## config.mk

```make
export PLATFORM = sky130hd
export DESIGN_NAME = sca_range_reduce_flat
export DESIGN_NICKNAME = d
export VERILOG_FILES = /design/src/sv/sine_cosine_approximator_top_assert.svh /design/src/sv/sca_pkg.sv /design/src/sv/sca_if.sv /design/src/sv/sca_range_reduce.sv /design/src/flat_wrapper.sv
export SDC_FILE = /design/constraint.sdc
export NUM_CORES = 1
export LEC_CHECK = 0
export ABC_CLOCK_PERIOD_IN_PS = 7900
export BUFFER_PORTS_ARGS = -buffer_cell sky130_fd_sc_hd__buf_2
export CORE_AREA = 8 8 230 232
export DETAILED_ROUTE_END_ITERATION = 10
export DIE_AREA = 0 0 238 240
export HOLD_SLACK_MARGIN = 0.03
export PLACE_DENSITY = 0.77
export SKIP_CTS_REPAIR_TIMING = 1
export SYNTH_ARGS = -nofsm -noshare
export SYNTH_HDL_FRONTEND = slang
export SYNTH_SLANG_ARGS = --single-unit
```

## constraint.sdc

```tcl
create_clock -name clk_i -period 7.9 [get_ports clk_i]
set_input_delay 1.185 -clock clk_i [delete_from_list [all_inputs] [get_ports clk_i]]
set_output_delay 1.185 -clock clk_i [all_outputs]
set_load 0.02 [all_outputs]
```

## src/sv/sine_cosine_approximator_top_assert.svh

```systemverilog
// assertion macros for the sine/cosine approximator
`ifndef SINE_COSINE_APPROXIMATOR_TOP_ASSERT_SVH
`define SINE_COSINE_APPROXIMATOR_TOP_ASSERT_SVH

// checked only out of reset
`define SCA_ASSERT(lbl, prop, msg) \
  lbl: assert property (@(posedge clk_i) disable iff (!rst_ni) prop) \
    else $error(msg);

// checked at every edge, reset included
`define SCA_ASSERT_ALWAYS(lbl, prop, msg) \
  lbl: assert property (@(posedge clk_i) prop) else $error(msg);

`endif

```

## src/sv/sca_pkg.sv

```systemverilog
// shared constants and helpers for the sine/cosine approximator
package sca_pkg;

  localparam int ANGLE_W               = 32;
  localparam int VALUE_W               = 16;
  localparam int ANGLE_FRAC_BITS_DFLT  = 24;
  localparam int RESULT_FRAC_BITS_DFLT = 14;

  // polynomial datapath: Q.30
  localparam int POLY_FRAC = 30;
  localparam int R30_W     = 32;
  localparam int P_W       = 32;

  localparam int RR_STAGES   = 7;
  localparam int PE_STAGES   = 6;
  localparam int PIPE_STAGES = RR_STAGES + PE_STAGES;

  localparam logic REQ_SINE   = 1'b0;
  localparam logic REQ_COSINE = 1'b1;

  // pi, pi/2 and 2pi with 60 fraction bits
  localparam logic [63:0] PI_Q60      = 64'h3243F6A8885A308D;
  localparam logic [63:0] HALF_PI_Q60 = 64'h1921FB54442D1846;
  localparam logic [63:0] TWO_PI_Q60  = 64'h6487ED5110B4611A;

  localparam logic signed [P_W-1:0] COEF1 = 32'sd1073738173;
  localparam logic signed [P_W-1:0] COEF3 = -32'sd178937185;
  localparam logic signed [P_W-1:0] COEF5 = 32'sd8923802;
  localparam logic signed [P_W-1:0] COEF7 = -32'sd197171;

  // round half up from 60 fraction bits down to frac_bits
  function automatic logic [63:0] q60_to_fix(input logic [63:0] c, input int frac_bits);
    q60_to_fix = (c + (64'd1 << (59 - frac_bits))) >> (60 - frac_bits);
  endfunction

endpackage

```

## src/sv/sca_if.sv

```systemverilog
// request and response channels of the sine/cosine approximator
interface sca_req_if import sca_pkg::*; ();
  logic                      valid;
  logic                      ready;
  logic                      req_type;
  logic signed [ANGLE_W-1:0] angle;

  modport source (output valid, output req_type, output angle, input ready);
  modport sink (input valid, input req_type, input angle, output ready);
endinterface


```

## src/sv/sca_range_reduce.sv

```systemverilog
// range reduction pipeline: cosine offset, k = round(x / 2pi), wrap and fold to Q.30
module sca_range_reduce import sca_pkg::*; #(
  parameter int ANGLE_FRAC_BITS = ANGLE_FRAC_BITS_DFLT
) (
  input  logic                    clk_i,
  input  logic                    rst_ni,
  sca_req_if.sink                 req_i,
  output logic                    mid_valid_o,
  input  logic                    mid_ready_i,
  output logic signed [R30_W-1:0] mid_r30_o
);

  localparam int XW  = ANGLE_W + 1;
  localparam int NW  = ANGLE_W + 2;
  localparam int RW  = ANGLE_FRAC_BITS + 4;
  localparam int SHL = POLY_FRAC - ANGLE_FRAC_BITS;

  localparam logic [63:0] PI_L    = q60_to_fix(PI_Q60, ANGLE_FRAC_BITS);
  localparam logic [63:0] HALF_L  = q60_to_fix(HALF_PI_Q60, ANGLE_FRAC_BITS);
  localparam logic [63:0] TWO_L   = q60_to_fix(TWO_PI_Q60, ANGLE_FRAC_BITS);
  // quotient estimate is at most one below the true value
  localparam logic [63:0] RECIP_L = (64'd1 << NW) / (TWO_L << 1);
  localparam int          QW      = $clog2(RECIP_L + 64'd1);

  localparam logic [QW-1:0]        RECIP_C = RECIP_L[QW-1:0];
  localparam logic [NW-1:0]        TWO_N   = TWO_L[NW-1:0];
  localparam logic [NW-1:0]        DIV_N   = {TWO_L[NW-2:0], 1'b0};
  localparam logic [XW-1:0]        HALF_X  = HALF_L[XW-1:0];
  localparam logic signed [RW-1:0] PI_R    = PI_L[RW-1:0];
  localparam logic signed [RW-1:0] HALF_R  = HALF_L[RW-1:0];
  localparam logic signed [RW-1:0] TWO_R   = TWO_L[RW-1:0];

  logic [RR_STAGES-1:0] vld_q, vld_d;
  logic [RR_STAGES:0]   en;

  always_comb begin
    en[RR_STAGES] = mid_ready_i;
    for (int i = RR_STAGES - 1; i >= 0; i--) begin
      en[i] = !vld_q[i] || en[i+1];
    end
  end

  assign vld_d       = {vld_q[RR_STAGES-2:0], req_i.valid};
  assign req_i.ready = en[0];
  assign mid_valid_o = vld_q[RR_STAGES-1];

  always_ff @(posedge clk_i or negedge rst_ni) begin
    if (!rst_ni) begin
      vld_q <= '0;
    end else begin
      for (int i = 0; i < RR_STAGES; i++) begin
        if (en[i]) begin
          vld_q[i] <= vld_d[i];
        end
      end
    end
  end

  // stage 0: cosine offset and numerator 2|x| + 2pi
  logic signed [XW-1:0] x_d, x0_q;
  logic [ANGLE_W-1:0]   mag_d;
  logic [NW-1:0]        n_d, n0_q;

  always_comb begin
    x_d   = {req_i.angle[ANGLE_W-1], req_i.angle}
          + ((req_i.req_type == REQ_COSINE) ? HALF_X : '0);
    mag_d = x_d[XW-1] ? ANGLE_W'(-x_d) : x_d[ANGLE_W-1:0];
    n_d   = {1'b0, mag_d, 1'b0} + TWO_N;
  end

  always_ff @(posedge clk_i) begin
    if (en[0]) begin
      x0_q <= x_d;
      n0_q <= n_d;
    end
  end

  // stage 1: quotient estimate by reciprocal
  logic [NW+QW-1:0]     qprod;
  logic [QW-1:0]        q1_q;
  logic signed [XW-1:0] x1_q;
  logic [NW-1:0]        n1_q;

  assign qprod = n0_q * RECIP_C;

  always_ff @(posedge clk_i) begin
    if (en[1]) begin
      q1_q <= qprod[NW+QW-1:NW];
      x1_q <= x0_q;
      n1_q <= n0_q;
    end
  end

  // stage 2: back-multiply by 4pi
  logic [NW+QW-1:0]     dprod;
  logic [NW-1:0]        p2_q, n2_q;
  logic signed [XW-1:0] x2_q;

  assign dprod = q1_q * DIV_N;

  always_ff @(posedge clk_i) begin
    if (en[2]) begin
      p2_q <= dprod[NW-1:0];
      n2_q <= n1_q;
      x2_q <= x1_q;
    end
  end

  // stage 3: one correction step, |k| * 2pi
  logic [NW-1:0]        rem, kt_d, kt3_q;
  logic                 corr;
  logic signed [XW-1:0] x3_q;

  always_comb begin
    rem  = n2_q - p2_q;
    corr = (rem >= DIV_N);
    kt_d = {1'b0, p2_q[NW-1:1]} + (corr ? TWO_N : '0);
  end

  always_ff @(posedge clk_i) begin
    if (en[3]) begin
      kt3_q <= kt_d;
      x3_q  <= x2_q;
    end
  end

  // stage 4: remainder
  logic signed [NW:0]   xe, ke, rs;
  logic signed [RW-1:0] r4_q;

  always_comb begin
    xe = {{2{x3_q[XW-1]}}, x3_q};
    ke = {1'b0, kt3_q};
    rs = x3_q[XW-1] ? (xe + ke) : (xe - ke);
  end

  always_ff @(posedge clk_i) begin
    if (en[4]) begin
      r4_q <= rs[RW-1:0];
    end
  end

  // stage 5: wrap into [-pi, pi]
  logic signed [RW-1:0] r5_d, r5_q;

  always_comb begin
    if (r4_q > PI_R) begin
      r5_d = r4_q - TWO_R;
    end else if (r4_q < -PI_R) begin
      r5_d = r4_q + TWO_R;
    end else begin
      r5_d = r4_q;
    end
  end

  always_ff @(posedge clk_i) begin
    if (en[5]) begin
      r5_q <= r5_d;
    end
  end

  // stage 6: reflect into [-pi/2, pi/2], then scale to Q.30
  logic signed [RW-1:0]    r6_d;
  logic signed [R30_W-1:0] r30_d, r30_q;

  always_comb begin
    if (r5_q > HALF_R) begin
      r6_d = PI_R - r5_q;
    end else if (r5_q < -HALF_R) begin
      r6_d = -PI_R - r5_q;
    end else begin
      r6_d = r5_q;
    end
    r30_d = {r6_d[ANGLE_FRAC_BITS+1:0], {SHL{1'b0}}};
  end

  always_ff @(posedge clk_i) begin
    if (en[6]) begin
      r30_q <= r30_d;
    end
  end

  assign mid_r30_o = r30_q;

endmodule

```

## src/flat_wrapper.sv

```systemverilog
// flat-port wrapper written by rule: the top's interface ports become plain ports
module sca_range_reduce_flat import sca_pkg::*;
#(
  parameter int ANGLE_FRAC_BITS = ANGLE_FRAC_BITS_DFLT
)
  (clk_i, rst_ni, mid_valid_o, mid_ready_i, mid_r30_o, req_i_valid, req_i_req_type, req_i_angle, req_i_ready);
  sca_req_if req_i_i ();
  input  logic clk_i;
  input  logic rst_ni;
  output logic mid_valid_o;
  input  logic mid_ready_i;
  output logic signed [R30_W-1:0] mid_r30_o;
  input wire logic [$bits(req_i_i.valid)-1:0] req_i_valid;
  input wire logic [$bits(req_i_i.req_type)-1:0] req_i_req_type;
  input wire logic [$bits(req_i_i.angle)-1:0] req_i_angle;
  output wire logic [$bits(req_i_i.ready)-1:0] req_i_ready;
  assign req_i_i.valid = req_i_valid;
  assign req_i_i.req_type = req_i_req_type;
  assign req_i_i.angle = req_i_angle;
  assign req_i_ready = req_i_i.ready;
  sca_range_reduce #(.ANGLE_FRAC_BITS(ANGLE_FRAC_BITS)) u_core (.clk_i(clk_i), .rst_ni(rst_ni), .req_i(req_i_i), .mid_valid_o(mid_valid_o), .mid_ready_i(mid_ready_i), .mid_r30_o(mid_r30_o));
endmodule
```

---- After elaboration in Yosys (flattened, before gate mapping) ----
Index checks and enable logic that the tools add are counted.
word-level totals
  bits of input ports ..................... 37
  flip-flop bits (word level) ............. 391
operators by class
  reductions and logical operators ........ 14
  order comparisons ....................... 5
  multiply operators ...................... 2
  mux-type cells .......................... 8
  add/sub/neg operators ................... 11
operators by type and width
  cell                                                                                   count
  28-bit 2-to-1 mux                                                                      3
  26-bit 2-to-1 mux                                                                      2
  25-bit by 26-bit subtractor with 26-bit output, first input constant                   2
  34-bit by 7-bit multiplier with 41-bit output, second input constant                   1
  33-bit by 27-bit adder with 34-bit output, second input constant                       1
  34-bit by 28-bit greater-or-equal comparator with 1-bit output, second input constant  1
  34-bit subtractor                                                                      1
  32-bit by 26-bit adder with 33-bit output                                              1
  7-bit by 27-bit multiplier with 33-bit output, second input constant                   1
  32-bit 2-to-1 mux                                                                      1
  32-bit negator                                                                         1
  28-bit by 27-bit adder with 28-bit output                                              1
  28-bit adder                                                                           1
  28-bit adder, second input constant                                                    1
  28-bit by 26-bit greater-than comparator with 1-bit output, second input constant      1
  28-bit by 27-bit greater-than comparator with 1-bit output, second input constant      1
  28-bit by 26-bit less-than comparator with 1-bit output, second input constant         1
  28-bit by 27-bit less-than comparator with 1-bit output, second input constant         1
  28-bit subtractor                                                                      1
  28-bit subtractor, second input constant                                               1
  27-bit 2-to-1 mux                                                                      1
  25-bit 2-to-1 mux                                                                      1
  1-bit logical NOT                                                                      7
  1-bit logical OR                                                                       7

---- Depth between registers and ports, before layout ----
  depth in word-level cells ............... 8
  depth in mapped cells ................... 29

---- Worst setup path after synthesis ----
Ideal clock, no wire load.
  kind .................................... register to register
  start point ............................. reg u_core.p2_q[2]
  end point ............................... reg u_core.kt3_q[25], data pin
  slack ................................... 1542 ps
  data arrival time ....................... 6092 ps
  period minus slack after synthesis ...... 6358 ps
  path buffers ............................ 0
  setup time .............................. 266 ps
  cell stages (with the launch flop) ...... 28
  path through ............................ edfxtp_1 > inv_1 > ha_1 > nor2b_1 > o31a_1 > o41a_1 > o21ai_0 > a21oi_1 > o21ai_0 > o211ai_1 > a21o_1 > a21oi_1 > mux2i_1 > nor4bb_1 > nand3_1 > ha_1 > a31o_2 > a31o_2 > a31oi_1 > nor2b_1 > o211a_1 > o21a_1 > o31ai_1 > a21oi_1 > a21o_1 > a21oi_1 > nor3_1 > xor2_1
between the ends
  word-level cells in the longest chain between the ends .. 4
ends and longest elaborated chain
  what                                                            RTL line                 source
  from (decl)                                                     sca_range_reduce.sv:96   logic [NW-1:0] p2_q, n2_q;
  from (signal assigned)                                          sca_range_reduce.sv:103  p2_q <= dprod[NW-1:0];
  34-bit subtractor                                               sca_range_reduce.sv:115  rem = n2_q - p2_q;
  34-bit by 28-bit greater-or-equal comparator with 1-bit output  sca_range_reduce.sv:116  corr = (rem >= DIV_N);
  27-bit 2-to-1 mux                                               sca_range_reduce.sv:117  kt_d = {1'b0, p2_q[NW-1:1]} + (corr ? TWO_N : '0);
  28-bit by 27-bit adder with 28-bit output *                     sca_range_reduce.sv:117
  net u_core.kt_d[25]                                             sca_range_reduce.sv:110  logic [NW-1:0] rem, kt_d, kt3_q;
  to (signal assigned)                                            sca_range_reduce.sv:122  kt3_q <= kt_d;
  to (decl)                                                       sca_range_reduce.sv:110
Mark *: on every way through the listed nets, which the timed path passes. The rest lies on a longest branch.
A chain may end at the register's enable or synchronous reset.

---- Final worst setup path ----
Same ends and word-level chain as after synthesis.

==> results.py <==
metrics = {
    "die": {
        "dieArea_um2": 57120,
        "die_y_um": 240,
        "ios": 71,
        "die_x_um": 238,
        "num_rows": 82,
        "coreArea_um2": 49450,
        "initial_core_util": 0.5417,
    },
    "grt": {
        "antenna_found_initial": 0,
        "grt_pass1_vias": 19000,
        "overflow": 0,
        "grt_start_max_net_pins": 74,
        "grt_pass1_wl_um": 94140,
        "grt_usage": 0.2014,
    },
    "worst_setup_path": {
        "worstSetupStartpointType": "flip-flop",
        "required_ns": 8.19,
        "path_max_fanout": 4,
        "reg2reg_slack_ns": 0.75,
        "worstSetupPathType": "flip-flop to flip-flop",
        "end_kind": "flip-flop",
        "cp_data_arrival_time_ns": 7.45,
    },
    "hold_path": {
        "hold_path.class": "flip-flop to flip-flop",
    },
    "route": {
        "dr.pass1.iters": 6,
        "routed-via-count": 18830,
        "wirelength_um": 57700,
        "vias_per_cell": 5.783,
        "antenna_left": 0,
        "drc": 0,
        "wl_per_cell_um": 17.72,
        "drt_iter0_drc": 1342,
    },
    "sta": {
        "rsz0062_at_grt": "no",
        "hold_viol": 0,
        "finalSetupViolations": 0,
        "fin_crit_ns": 7.153,
        "fmax_mhz": 139.8,
        "worst_pin_slew_ns": 1.139,
        "slew_headroom": 0.2404,
        "skew_ns": 0.03090,
        "finalSetupTns_ns": 0,
        "min_period_over_period": 0.9054,
        "drv_slew": 0,
    },
    "clocking": {
        "clock_sinks": 369,
        "clock_latency_ns": 0.58,
        "cts_buffers": 40,
        "clkTransAtPathRegs_ns": 0.06,
        "cts_tree": "done",
        "clk_path_buf_depth": 3,
        "cts_max_level": 2,
        "cts-root-buf": "clkbuf_16",
    },
    "place": {
        "dp_hpwl_um": 45040,
        "gp_congestion": 0.9210,
        "io_buffers": 64,
        "dpl_cell_area_um2": 27790,
        "dpl.cell_count": 3182,
    },
    "synthesis": {
        "ys_warn_count": 0,
        "synth-seq-cells": 369,
        "ys.flop_type": "edfxtp_1",
        "synth_async_sr_flop_share": 0.01897,
        "yosysUniqueCellTypes": 108,
        "avgSynthCellArea_um2": 10.75,
        "syn_area_um2": 26790,
        "yosysSeqAreaShare": 0.4123,
        "synth-edff-count": 362,
        "synthCells": 2492,
    },
    "outcome": {
        "status": "finished clean",
    },
    "final_layout": {
        "fin_nets": 2969,
        "final_common_cell": "edfxtp_1",
        "most-common-layout-cells": "edfxtp_1 (362), ha_1 (314), inv_1 (276)",
        "antenna_cells": 0,
        "syn_to_final_growth_pct": 9.126,
        "design_area_um2": 29240,
        "fillers": 4009,
        "drive_gt1_frac": 0.08127,
        "final_cells": 3256,
    },
    "job": {
        "drv_cap": 0,
    },
}
==> sequential cells by signal, indices dropped and copies added (netlist names) <==
signal / flops
u_core.p2_q: 33
u_core.n0_q: 32
u_core.n1_q: 32
u_core.n2_q: 32
u_core.x0_q: 29
u_core.x1_q: 29
u_core.x2_q: 29
u_core.x3_q: 29
u_core.kt3_q: 28
u_core.r4_q: 28
u_core.r5_q: 28
u_core.mid_r30_o: 26
u_core.q1_q: 7
u_core.vld_q: 7
==> cell usage after synthesis, types with 16 or more instances <==
cell type  number  area, µm²
nor2_1        146      548.0
xor2_1         96      840.8
inv_1         277       1040
edfxtp_1      362      10870
a21oi_1       129      645.6
clkbuf_1       44      165.2
nand3_1        45      225.2
or3_1          17      106.4
nand2_1       128      480.5
ha_1          314       3929
and3_1         19      118.9
a21o_1         54      405.4
o21ai_0       104      520.5
nor2b_1        32      200.2
nor3_1         49      245.2
and2_1         16      100.1
o21a_1         30      225.2
fa_1           66       1321
a31oi_1        26      162.7
xnor2_1       152       1331
o22ai_1        21      131.4
or2_2          18      112.6
nand4_1        17      106.4
nand2b_1       34      212.7
==> metrics by stage <==
stage          setup WS (ns)  utilization  hold slack, ns
6_report              0.7470       0.5912          0.4171
5_1_grt               0.1670       0.5912          0.4214
4_1_cts               0.7782       0.5912          0.4152
3_5_place_dp          0.8998       0.5620          0.4045
3_3_place_gp          0.9942       0.5620          0.4006
2_1_floorplan          1.542            -          0.4003
==> layout make-up <==
type                            count  area, µm²  share of cell area
Clock inverter                     28      379.1             0.01297
Tap cell                          672      840.8             0.02876
Inverter                          278       1044             0.03569
Multi-Input combinational cell   1790      14480              0.4951
Sequential cell                   369      11050              0.3778
Clock buffer                       46       1064             0.03638
Timing Repair Buffer               73      387.9             0.01327
==> logic make-up after synthesis <==
| logic type | share of synthesized area |
|---|---|
| AOI/OAI and AO/OA | 0.1390 |
| xor gates and xnor gates | 0.08514 |
| adders and majority gates | 0.1960 |
| buffers and inverters | 0.04913 |
| DFF | 0.4123 |
| muxes | 0.006445 |
| other | 0.0001400 |
| and+or+nand+nor | 0.1119 |
==> path summary, 6_finish.rpt <==
path	start	to	cells after the start
worst max-delay path	u_core.p2_q[2]	u_core.kt3_q[25]	27
worst max register to register	u_core.p2_q[2]	u_core.kt3_q[25]	27
worst min-delay path	u_core.x1_q[24]	u_core.x2_q[24]	0
min in group asynchronous	rst_ni	u_core.vld_q[0]	1
max in group asynchronous	rst_ni	u_core.vld_q[5]	1
worst min register to register	u_core.x1_q[24]	u_core.x2_q[24]	0
==> layer usage <==
| layer | wire [µm] | global-route usage |
|---|---|---|
| met5 | 0 | 0 |
| met4 | 2185 | 0.08318 |
| met3 | 2776 | 0.02831 |
| met2 | 29510 | 0.3723 |
| met1 | 23220 | 0.2322 |
==> critical path: stages, from the launching register on <==
cell and delay (ns):
edfxtp_1 0.47, inv_1 0.09, ha_1 0.22, nor2b_1 0.14
o31a_1 0.28, o41a_1 0.37, o21ai_0 0.28, a21oi_1 0.14
o21ai_0 0.47, xor2_1 0.19, o21bai_1 0.19, a2111oi_0 0.52
o31ai_1 0.18, a32o_1 0.25, nand3_1 0.22, ha_1 0.32
a31o_2 0.27, a31o_2 0.27, a31oi_1 0.24, nor2b_1 0.10
o211a_1 0.21, o21a_1 0.18, o31ai_1 0.28, a21oi_1 0.20
a21o_1 0.21, a21oi_1 0.32, nor3_1 0.11, xor2_1 0.15
Power is not shown: default switching activity piles up to over one toggle a cycle in this logic, so the estimate is an artifact.
